===== src/rtl/core/skt_pkg.sv =====
// ----------------------------------------------------------------------------
// skt_pkg: shared types and constants for the sorted key table
// Request, response and entry layouts, status codes and build defaults.
// ----------------------------------------------------------------------------
package skt_pkg;

    // build defaults
    localparam int TABLE_DEPTH_DEF = 64;
    localparam int LIMIT_W         = 7;
    localparam logic [LIMIT_W-1:0] LIMIT_RESET = 7'd64;

    // cells merged per group in the first level of the gather tree
    localparam int GROUP_SIZE = 8;

    // request modes
    localparam logic MODE_INSERT = 1'b0;
    localparam logic MODE_LOOKUP = 1'b1;

    // response status codes
    localparam logic [2:0] ST_OK        = 3'd0;
    localparam logic [2:0] ST_ZERO_KEY  = 3'd1;
    localparam logic [2:0] ST_FULL      = 3'd2;
    localparam logic [2:0] ST_DUP       = 3'd3;
    localparam logic [2:0] ST_NOT_FOUND = 3'd4;

    typedef struct packed {
        logic        mode;
        logic [63:0] key;
        logic [63:0] ref_value;
        logic [31:0] auth_bits;
        logic [31:0] cap_bits;
    } t_req;

    typedef struct packed {
        logic [2:0]  status;
        logic        found;
        logic [63:0] entry_ref;
        logic [31:0] entry_auth_req;
        logic [31:0] entry_cap_req;
        logic        requirements_met;
    } t_rsp;

    typedef struct packed {
        logic [63:0] key;
        logic [63:0] refv;
        logic [31:0] auth;
        logic [31:0] cap;
    } t_entry;

    localparam int ENTRY_W = $bits(t_entry);

    // per-cycle commands broadcast to every cell
    typedef struct packed {
        logic cmp_en;
        logic shift_en;
    } t_cell_ctl;

endpackage


===== src/rtl/core/skt_cell.sv =====
// ----------------------------------------------------------------------------
// skt_cell: one slot of the sorted table
// Holds one entry, compares it with the request key and, on an insert
// commit, takes the new entry or its lower neighbor's, or keeps its own.
// ----------------------------------------------------------------------------
module skt_cell #(
    parameter int IDX   = 0,
    parameter int CNT_W = 7
) (
    input  logic                i_clk,
    input  logic                i_rst_n,
    input  skt_pkg::t_cell_ctl  i_ctl,
    input  logic [63:0]         i_key,
    input  logic [CNT_W-1:0]    i_count,
    input  skt_pkg::t_entry     i_new,
    input  skt_pkg::t_entry     i_prev,
    input  logic                i_prev_ge,
    output skt_pkg::t_entry     o_entry,
    output logic                o_ge,
    output logic                o_hit,
    output skt_pkg::t_entry     o_sel
);

    skt_pkg::t_entry r_entry;
    logic            r_ge;
    logic            r_hit;
    logic            w_valid;
    logic            w_reach;

    // slot holds a live entry / slot is at or below the first free slot
    assign w_valid = i_count > CNT_W'(IDX);
    assign w_reach = i_count >= CNT_W'(IDX);

    // compare flags, taken when a request is accepted
    always_ff @(posedge i_clk) begin
        if (!i_rst_n) begin
            r_ge  <= 1'b0;
            r_hit <= 1'b0;
        end else if (i_ctl.cmp_en) begin
            r_ge  <= !w_valid || (r_entry.key > i_key);
            r_hit <= w_valid && (r_entry.key == i_key);
        end
    end

    // insert: first empty or larger-key slot takes the new entry, later ones shift up
    always_ff @(posedge i_clk) begin
        if (i_ctl.shift_en) begin
            if (r_ge && !i_prev_ge) begin
                r_entry <= i_new;
            end else if (i_prev_ge && w_reach) begin
                r_entry <= i_prev;
            end
        end
    end

    assign o_entry = r_entry;
    assign o_ge    = r_ge;
    assign o_hit   = r_hit;
    assign o_sel   = r_hit ? r_entry : '0;

endmodule


===== config.mk =====
export PLATFORM = sky130hd
export DESIGN_NAME = skt_cell
export DESIGN_NICKNAME = d
export VERILOG_FILES = /design/src/rtl/core/skt_pkg.sv /design/src/rtl/core/skt_cell.sv
export SDC_FILE = /design/constraint.sdc
export NUM_CORES = 1
export LEC_CHECK = 0
export BUFFER_PORTS_ARGS = -buffer_cell sky130_fd_sc_hd__buf_2
export CELL_PAD_IN_SITES_DETAIL_PLACEMENT = 0
export CELL_PAD_IN_SITES_GLOBAL_PLACEMENT = 1
export CORE_AREA = 2 2 329 331
export DETAILED_ROUTE_END_ITERATION = 10
export DIE_AREA = 0 0 331 333
export GPL_TIMING_DRIVEN = 0
export PLACE_DENSITY = 0.45
export RECOVER_POWER = 100
export SLEW_MARGIN = 40
export SYNTH_ARGS = -nofsm -noshare
export SYNTH_HDL_FRONTEND = slang
export SYNTH_SLANG_ARGS = --single-unit

===== constraint.sdc =====
create_clock -name i_clk -period 7.6 [get_ports i_clk]
set_input_delay 0.38 -clock i_clk [delete_from_list [all_inputs] [get_ports i_clk]]
set_output_delay 0.38 -clock i_clk [all_outputs]
set_load 0.05 [all_outputs]

==> results.yml, run 1 <==
outcome:
  status: "finished with violations"
  violations_in_the_final_reports: "capacitance limit, slew limit"
power:
  internal_power_mw: 1.95
  total_leakage_power_nw: 6.93
  vdd_ir_drop_max_mv: 0.148
  comb_power_share: 0.217
  switching_power_mw: 1.02
  ratio_of_total_power_to_cell_area_mw_per_mm2: 172
  clock_power_share: 0.331
  p_sw_frac: 0.343
  share_seq_of_total_power: 0.452
  fin_total_pwr_mw: 2.97
timing:
  timing_worst_slew_pin_value_ns: 2.21
  finalCritPeriodShare: 0.606
  fin_worst_skew_ns: 0.0178
  fmax_ghz: 0.217
  fin_ws_ns: 2.99
  setup-violations-final: 0
  number_of_slew_limit_violations_in_the_final_report: 105
  timing_hold_violations_final: 0
  hold_ws_ns: 0.137
  maxSlewHeadroom: -0.477
  rsz0062_at_grt: "no"
  final.min_clock_period_ns: 4.61
yosys:
  synth.top_cell.area_share: 0.523
  netlist_area_pre_place_mm2: 0.0110
  syn_nets: 1381
  async_set_or_reset_register_ratio_after_synthesis: 0
  ys_ff_latch: 194
  post_synth_most_frequent_cells: "sky130_fd_sc_hd__and2_1 (194), sky130_fd_sc_hd__edfxtp_1 (192), sky130_fd_sc_hd__mux2_2 (192), sky130_fd_sc_hd__inv_1 (66), sky130_fd_sc_hd__ha_1 (64)"
  synthesis.yosys.warnings: 0
  yosysSeqAreaShare: 0.526
  cell_with_the_most_instances_after_synthesis: "sky130_fd_sc_hd__and2_1"
  synth_ff_type: "sky130_fd_sc_hd__edfxtp_1"
  synth_top_area_cells: "sky130_fd_sc_hd__edfxtp_1 (52%), sky130_fd_sc_hd__mux2_2 (20%), sky130_fd_sc_hd__and2_1 (11%), sky130_fd_sc_hd__ha_1 (7.3%), sky130_fd_sc_hd__inv_1 (2.2%)"
  netlist-cell-type-count: 31
  number_of_cells_produced_by_synthesis: 857
  synth_enable_flop_cells: 192
  post_synthesis_average_cell_area_um2: 12.9
  top_cell_type_by_total_area_after_synthesis: "sky130_fd_sc_hd__edfxtp_1"
die:
  io_pins: 846
  dieArea_mm2: 0.110
  fp.dieW_um: 331
  placement_rows: 120
  die_height_um: 333
  starting_density: 0.103
  core-area_mm2: 0.107
clock_network:
  cts_tree: "yes"
  cts.repair.resized: 0
  post-cts-setup-buffer-count: 0
  clkLatencyLatePin_ns: 0.51
  postCtsHoldBufs: 0
  clock_tree.htree_level_count: 4
  cts-buffers-inserted: 17
  clk_path_buf_depth: 2
  clkSlewWorstSetupHoldPaths_ns: 0.08
  numClockSinks: 194
  clockRootBuffer: "sky130_fd_sc_hd__clkbuf_16"
critical_path:
  critical_path_s_top_delay_family: "buffers and inverters"
  crit_chain: "o21a_4 > clkbuf_1 > clkbuf_1 > buf_12 > buf_12"
  critPathSlowestCell: "sky130_fd_sc_hd__clkbuf_1"
  slowest_delay_ns: 1.66
  path_max_fanout: 35
  crit_buf_inv: 4
  critical_setup_path_kind: "flop to flop"
  crit_arrival_ns: 4.81
  end_kind: "flop"
  worstPathRequired_ns: 7.80
  crit_path_start_kind: "flop"
worst_hold_path:
  min_path_type: "input port to flop"
route:
  dr.pass1.iters: 5
  routed_vias: 10200
  wl_per_cell_um: 21.2
  initialDrtViolationCount: 378
  vias_per_cell: 3.25
  wl_um: 66800
  drt_drc_violations_left: 0
  final_antenna_net_count: 0
placed_design:
  numPortBuffers: 845
  dpl_worst_slack_ns: 4.67
  dpl.cell_count: 3112
  gp_congestion: 0.838
  detailed_place_hpwl_um: 58200
global_route:
  grt_max_degree: 36
  grt_first_pass_wirelength_um: 85900
  grtUsageTotal: 0.116
  antenna_found_initial: 24
  vias_in_the_first_global_route: 10700
  overflow: 0
cells_and_area:
  finalNonFillerCells: 3150
  num-nets-final: 2252
  num-fill-cells: 12200
  post_route_cells_drive_above_1_share: 0.366
  end_of_flow_core_utilization: 0.162
  synthToLayoutAreaGrowth_pct: 56.3
flow_run:
  max_cap_viol_count: 3
## worst reg2reg max path, stage by stage, from the launching register on
cell and delay, ns:
sky130_fd_sc_hd__dfxtp_1 0.42, sky130_fd_sc_hd__o21a_4 0.15, sky130_fd_sc_hd__clkbuf_1 1.45, sky130_fd_sc_hd__clkbuf_1 1.67, sky130_fd_sc_hd__buf_12 0.37, sky130_fd_sc_hd__buf_12 0.25
## layer usage
layer	routed length, um	global-route usage
met4	1800	0.0384
met3	4590	0.0335
met2	34200	0.211
met5	68	0
met1	26100	0.128
## sequential cells by signal, summed over array words and instances (netlist names)
register	count
o_entry	192
o_hit	1
o_ge	1
## stage by stage
step / area, um2 / TNS (ns)
floorplan: 11000 / 0
global placement: 17000 / -68.91
detailed placement: 17200 / 0
CTS: 17800 / 0
global route: 17200 / 0
finish: 17200 / 0
## logic make-up after synthesis
group	synth area share
and+or+nand+nor	0.135
DFF	0.526
muxes	0.196
buffers and inverters	0.0388
adders and majority gates	0.0726
AOI/OAI and AO/OA	0.0305
## cells in the final DEF (no fill, tap or decap), types with 17 or more instances in the layout
master,count
sky130_fd_sc_hd__a21oi_1,24
sky130_fd_sc_hd__and2_1,191
sky130_fd_sc_hd__buf_2,464
sky130_fd_sc_hd__clkbuf_1,426
sky130_fd_sc_hd__clkbuf_16,17
sky130_fd_sc_hd__edfxtp_1,192
sky130_fd_sc_hd__ha_1,64
sky130_fd_sc_hd__inv_1,66
sky130_fd_sc_hd__mux2_1,56
sky130_fd_sc_hd__mux2_2,136
sky130_fd_sc_hd__nand2_1,17
## worst paths after layout
kind | startpoint | to | cells after the start | slack, ns
setup / recovery | o_ge | o_entry[65] | 5 | 2.99
hold / removal | i_rst_n | o_hit | 2 | 0.14
setup reg to reg | o_ge | o_entry[65] | 5 | 2.99
hold reg to reg | o_ge | o_ge | 2 | 0.64
## power by group through the flow
stage	Sequential [mW]	Clock (mW)	Combinational (mW)
2_1_floorplan	1.55	0	0.181
3_3_place_gp	1.39	0	0.670
3_5_place_dp	1.37	0	0.679
4_1_cts	1.35	1.05	0.684
5_1_grt	1.35	1.07	0.695
6_report	1.34	0.982	0.645
## layout make-up
cell class / count / area, um2 / area share
Clock inverter: 14 / 170 / 0.00988
Timing Repair Buffer: 852 / 3850 / 0.223
Sequential cell: 194 / 5810 / 0.337
Inverter: 66 / 248 / 0.0144
Buffer: 42 / 158 / 0.00915
Antenna cell: 7 / 17.5 / 0.00102
Clock buffer: 17 / 425 / 0.0247
Tap cell: 1403 / 1760 / 0.102
Multi-Input combinational cell: 555 / 4800 / 0.279
(Power assumes the default switching activity.)
==> run 2: changes to the inputs <==
--- a/config.mk
+++ b/config.mk
@@ -8,11 +8,11 @@
 export BUFFER_PORTS_ARGS = -buffer_cell sky130_fd_sc_hd__buf_2
 export CELL_PAD_IN_SITES_DETAIL_PLACEMENT = 0
 export CELL_PAD_IN_SITES_GLOBAL_PLACEMENT = 1
-export CORE_AREA = 2 2 329 331
+export CORE_AREA = 2 2 334 336
 export DETAILED_ROUTE_END_ITERATION = 10
-export DIE_AREA = 0 0 331 333
+export DIE_AREA = 0 0 336 338
 export GPL_TIMING_DRIVEN = 0
-export PLACE_DENSITY = 0.45
+export PLACE_DENSITY = 0.46
 export RECOVER_POWER = 100
 export SLEW_MARGIN = 40
 export SYNTH_ARGS = -nofsm -noshare
==> constraint.sdc (replaced) <==
create_clock -name i_clk -period 3.9 [get_ports i_clk]
set_input_delay 0.195 -clock i_clk [delete_from_list [all_inputs] [get_ports i_clk]]
set_output_delay 0.195 -clock i_clk [all_outputs]
set_load 0.05 [all_outputs]
==> run 2 against run 1 <==
- the run still ends with capacitance limit, slew limit left
- sequential share of layout area fell by 5.9 points
- clock skew fell by 0.0068 ns
- final area rose by 21%
- count of clock-buffer cells in the layout did not move
==> results.yml, run 2 (synthesis gave the netlist of run 1 again) <==
cells_and_area:
  layout.cells.most_common_list: "sky130_fd_sc_hd__buf_2 (463), sky130_fd_sc_hd__clkbuf_1 (421), sky130_fd_sc_hd__dlygate4sd3_1 (352)"
  post_route_cells_drive_above_1_share: 0.319
  largest_reg_flops: 192
  layout_commonest_cell: "sky130_fd_sc_hd__buf_2"
  synthToLayoutAreaGrowth_pct: 89.4
  num-nets-final: 2603
critical_path:
  path_max_fanout: 33
  critical_setup_path_kind: "flop to flop"
  slowest_delay_ns: 1.39
  crit_path_start_kind: "flop"
  critical-path-top-cell-by-count: "sky130_fd_sc_hd__buf_12"
  cell_depth_of_the_worst_flop_to_flop_path: 4
  critPathSlowestCell: "sky130_fd_sc_hd__clkbuf_1"
  end_kind: "flop"
  crit_chain: "o21a_1 > clkbuf_1 > buf_12 > buf_12"
  worstPathRequired_ns: 4.10
  crit_arrival_ns: 3.61
timing:
  fin_worst_skew_ns: 0.0110
  maxSlewHeadroom: -0.246
  timing_hold_violations_final: 0
  final.min_clock_period_ns: 3.42
  setup-violations-final: 0
  number_of_slew_limit_violations_in_the_final_report: 66
  fmax_ghz: 0.293
  timing_worst_slew_pin_value_ns: 1.87
  finalCritPeriodShare: 0.876
  rsz0062_at_grt: "no"
  hold_ws_ns: 0.0657
global_route:
  vias_in_the_first_global_route: 12100
  grt_max_degree: 36
  grt_first_pass_wirelength_um: 92400
  overflow: 0
  antenna_found_initial: 16
  grtUsageTotal: 0.119
route:
  final_antenna_net_count: 0
  routed_vias: 11600
  wl_per_cell_um: 19.8
  vias_per_cell: 3.22
  wl_um: 71000
  initialDrtViolationCount: 340
  dr.pass1.iters: 4
  drt_drc_violations_left: 0
power:
  fin_total_pwr_mw: 6.21
  total_leakage_power_nw: 8.43
  vdd_ir_drop_max_mv: 0.343
  ratio_of_total_power_to_cell_area_mw_per_mm2: 297
die:
  core-area_mm2: 0.110
  fp.dieW_um: 336
  dieArea_mm2: 0.114
  placement_rows: 122
  starting_density: 0.100
  die_height_um: 338
  io_pins: 846
placed_design:
  numPortBuffers: 845
  gp_congestion: 0.803
  detailed_place_hpwl_um: 59800
clock_network:
  clkSlewWorstSetupHoldPaths_ns: 0.09
  cts-buffers-inserted: 17
  clockRootBuffer: "sky130_fd_sc_hd__clkbuf_16"
  post-cts-setup-buffer-count: 0
  clk_path_buf_depth: 2
  clkLatencyLatePin_ns: 0.51
  clock_tree.htree_level_count: 4
  numClockSinks: 194
  cts_tree: "yes"
  cts.repair.resized: 0
worst_hold_path:
  min_path_type: "input port to flop"
  worstHoldPathCells: 2
flow_run:
  max_cap_viol_count: 2
outcome:
  status: "finished with violations"
  violations_in_the_final_reports: "capacitance limit, slew limit"
run 2: repair_timing:
item	in CTS	in global routing
setup endpoints to repair	0	0
hold buffers	352	0
endpoints found under the hold margin	185	0
run 2: where the power goes:
part / switching (mW) / internal, mW / total (mW)
clock network: 1.10 / 0.887 / 1.99
logic: 0.906 / 0.706 / 1.61
registers: 0.145 / 2.47 / 2.61
total: 2.15 / 4.06 / 6.21
run 2: final timing paths:
kind	from	slack, ns	end
worst max-delay path	o_ge	0.48	o_entry[66]
worst min-delay path	i_prev[77]	0.07	o_entry[77]
worst max register to register	o_ge	0.48	o_entry[66]
worst min register to register	o_ge	0.63	o_ge
run 2: metal layers:
metal,wire length (um),global-route usage,share of wire
met2,36200,0.217,0.51
met4,1660,0.0371,0.023
met3,4450,0.0277,0.063
met1,28600,0.138,0.40
met5,43,0,0.00061
run 2: layout make-up:
type | count | area [um2]
antenna | 6 | 15.0
timing repair buffer | 1203 | 7370
multi-input combinational | 555 | 4790
inverter | 66 | 248
clock inverter | 15 | 203
clock buffer | 17 | 425
buffer | 42 | 163
sequential | 194 | 5810
tap | 1488 | 1860
fill | 12400 | 89200
run 2: worst max-delay path: cells and delay by family (launching register included):
kind,cells,cell delay [ns]
buffers and inverters,3,1.96
DFF,1,0.40
AOI/OAI and AO/OA,1,0.62
run 2: metrics by stage:
stage	TNS [ns]	instances	util	cell area, um2	setup slack, ns
after floorplan	0	857	-	11000	0.272
after global placement	-216.14	3190	0.156	17100	-1.17
final	0	3586	0.190	20900	0.484
after CTS	0	3580	0.194	21400	0.606
after detailed placement	0	3196	0.157	17300	1.15
after global routing	0	3580	0.190	20900	0.301
==> run 3: changes to the inputs <==
--- a/config.mk
+++ b/config.mk
@@ -5,12 +5,13 @@
 export SDC_FILE = /design/constraint.sdc
 export NUM_CORES = 1
 export LEC_CHECK = 0
+export ABC_AREA = 1
 export BUFFER_PORTS_ARGS = -buffer_cell sky130_fd_sc_hd__buf_2
 export CELL_PAD_IN_SITES_DETAIL_PLACEMENT = 0
 export CELL_PAD_IN_SITES_GLOBAL_PLACEMENT = 1
-export CORE_AREA = 2 2 334 336
+export CORE_AREA = 2 2 333 335
 export DETAILED_ROUTE_END_ITERATION = 10
-export DIE_AREA = 0 0 336 338
+export DIE_AREA = 0 0 335 337
 export GPL_TIMING_DRIVEN = 0
 export PLACE_DENSITY = 0.46
 export RECOVER_POWER = 100
==> constraint.sdc (replaced) <==
create_clock -name i_clk -period 3.4 [get_ports i_clk]
set_input_delay 0.17 -clock i_clk [delete_from_list [all_inputs] [get_ports i_clk]]
set_output_delay 0.17 -clock i_clk [all_outputs]
set_load 0.05 [all_outputs]
==> run 3 against run 2 <==
- critical endpoint is now o_hit
- the flow now finishes without violations
- clock power grew 13%
- maximum frequency grew 5.6%
- routed wire length down 2.3%
- synthesized cell count rose by 30%
- flip-flop and latch count did not move
==> results.yml, run 3 <==
timing:
  finalCritPeriodShare: 0.951
  final.min_clock_period_ns: 3.23
  maxSlewHeadroom: 0.352
  final.setup.tns_ns: 0
  fmax_ghz: 0.309
  timing_hold_violations_final: 0
  rsz0062_at_grt: "no"
  setup-violations-final: 0
  number_of_slew_limit_violations_in_the_final_report: 0
  fin_worst_skew_ns: 0.0263
  timing_worst_slew_pin_value_ns: 0.973
  hold_ws_ns: 0.0540
  fin_ws_ns: 0.165
clock_network:
  cts.repair.resized: 0
  clkSlewWorstSetupHoldPaths_ns: 0.09
  cts-buffers-inserted: 17
  numClockSinks: 194
  cts_tree: "yes"
  clk_path_buf_depth: 2
  clockRootBuffer: "sky130_fd_sc_hd__clkbuf_16"
  clock_tree.htree_level_count: 4
  clkLatencyLatePin_ns: 0.52
critical_path:
  worstPathRequired_ns: 3.85
  cell_depth_of_the_worst_flop_to_flop_path: 10
  crit_arrival_ns: 3.68
  end_kind: "flop"
  path_max_fanout: 3
  critical_setup_path_kind: "flop to flop"
  crit_path_start_kind: "flop"
cells_and_area:
  synthToLayoutAreaGrowth_pct: 86.4
  layout.cells.most_common_list: "sky130_fd_sc_hd__buf_2 (476), sky130_fd_sc_hd__dlygate4sd3_1 (374), sky130_fd_sc_hd__clkbuf_1 (305)"
  num-nets-final: 2878
  layout_commonest_cell: "sky130_fd_sc_hd__buf_2"
  end_of_flow_core_utilization: 0.196
  post_route_cells_drive_above_1_share: 0.336
  largest_reg_flops: 192
yosys:
  synth.top_cell.area_share: 0.501
  synth_top_area_cells: "sky130_fd_sc_hd__edfxtp_1 (50%), sky130_fd_sc_hd__mux2_2 (19%), sky130_fd_sc_hd__inv_1 (9.0%), sky130_fd_sc_hd__nand2_1 (8.4%), sky130_fd_sc_hd__ha_1 (7.0%)"
  post_synthesis_average_cell_area_um2: 10.4
  cell_with_the_most_instances_after_synthesis: "sky130_fd_sc_hd__inv_1"
  ys_ff_latch: 194
  syn_nets: 1634
  post_synth_most_frequent_cells: "sky130_fd_sc_hd__inv_1 (276), sky130_fd_sc_hd__nand2_1 (259), sky130_fd_sc_hd__edfxtp_1 (192), sky130_fd_sc_hd__mux2_2 (192), sky130_fd_sc_hd__ha_1 (64)"
  async_set_or_reset_register_ratio_after_synthesis: 0
  number_of_cells_produced_by_synthesis: 1110
  synthesis.yosys.warnings: 0
  netlist-cell-type-count: 18
  synth_ff_type: "sky130_fd_sc_hd__edfxtp_1"
  top_cell_type_by_total_area_after_synthesis: "sky130_fd_sc_hd__edfxtp_1"
  synth_enable_flop_cells: 192
  netlist_area_pre_place_mm2: 0.0115
  yosysSeqAreaShare: 0.504
route:
  drt_drc_violations_left: 0
  vias_per_cell: 3.27
  wl_um: 69300
  routed_vias: 12400
  dr.pass1.iters: 4
  final_antenna_net_count: 0
  initialDrtViolationCount: 308
  wl_per_cell_um: 18.3
global_route:
  grt_first_pass_wirelength_um: 91500
  grtUsageTotal: 0.117
  antenna_found_initial: 14
  vias_in_the_first_global_route: 12600
  overflow: 0
  grt_max_degree: 36
power:
  total_leakage_power_nw: 10.6
  fin_total_pwr_mw: 7.11
  ratio_of_total_power_to_cell_area_mw_per_mm2: 331
  vdd_ir_drop_max_mv: 0.389
placed_design:
  gp_congestion: 0.784
  numPortBuffers: 845
  dpl_worst_slack_ns: 0.778
  detailed_place_hpwl_um: 58000
die:
  io_pins: 846
  dieArea_mm2: 0.113
  starting_density: 0.105
  core-area_mm2: 0.110
  fp.dieW_um: 335
  die_height_um: 337
  placement_rows: 122
flow_run:
  max_cap_viol_count: 0
outcome:
  status: "finished clean"
worst_hold_path:
  worstHoldPathCells: 2
  min_path_type: "input port to flop"
==> run 3: per-stage QoR <==
step | instance area (um2) | std cells
2_1_floorplan | 11500 | 1110
3_3_place_gp | 17500 | 3381
3_5_place_dp | 17700 | 3387
4_1_cts | 22000 | 3793
5_1_grt | 21500 | 3796
6_report | 21500 | 3796
==> run 3: layout make-up <==
| cell class | count | area, um2 |
|---|---|---|
| inverter | 276 | 1040 |
| antenna | 3 | 7.51 |
| buffer | 42 | 188 |
| tap | 1426 | 1780 |
| sequential | 194 | 5810 |
| fill | 12500 | 88100 |
| multi-input combinational | 598 | 4350 |
| clock inverter | 14 | 166 |
| timing repair buffer | 1225 | 7690 |
| clock buffer | 18 | 429 |
==> run 3: cell families (layout without fill, tap and decap cells) <==
group                      after synthesis  count (layout)  share of synthesized area
DFF                                    194             194                      0.504
AOI/OAI and AO/OA                       44              44                     0.0204
muxes                                  192             192                      0.188
adders and majority gates               64              64                     0.0696
and+or+nand+nor                        298             298                     0.0997
other                                    0               3                          0
buffers and inverters                  318            1575                      0.118
==> run 3: critical path, stage by stage, from the launching register on <==
cell and delay, ns:
sky130_fd_sc_hd__edfxtp_1 0.56, sky130_fd_sc_hd__ha_1 0.37, sky130_fd_sc_hd__nand2_1 0.12, sky130_fd_sc_hd__nor2_1 0.69, sky130_fd_sc_hd__nand4_1 0.34, sky130_fd_sc_hd__nor2_1 0.17
sky130_fd_sc_hd__nand2_1 0.10, sky130_fd_sc_hd__nor2_1 0.11, sky130_fd_sc_hd__a21oi_1 0.05, sky130_fd_sc_hd__nor2_1 0.09, sky130_fd_sc_hd__dlygate4sd3_1 0.54
==> run 3: final timing paths <==
kind	startpoint	to	slack, ns
min	i_new[9]	o_entry[9]	0.05
min reg2reg	o_ge	o_ge	0.65
max reg2reg	o_entry[167]	o_hit	0.17
max	o_entry[167]	o_hit	0.17
==> run 3: where the power goes <==
part,internal (mW),switching (mW)
logic,0.834,1.05
clock network,1.05,1.19
registers,2.83,0.150
total,4.72,2.39
==> run 3: repair_timing <==
item,CTS,global route
hold buffers,374,0
setup buffers,0,0
endpoints found under the hold margin,189,0
setup endpoints to repair,0,0
==> run 3: routing by layer <==
metal | global-route usage | part of all wire | up-vias
met2 | 0.217 | 0.52 | 522
met4 | 0.0339 | 0.023 | 6
li1 | - | - | 6046
met5 | 0 | 0.00052 | -
met3 | 0.0318 | 0.059 | 63
met1 | 0.130 | 0.40 | 5770
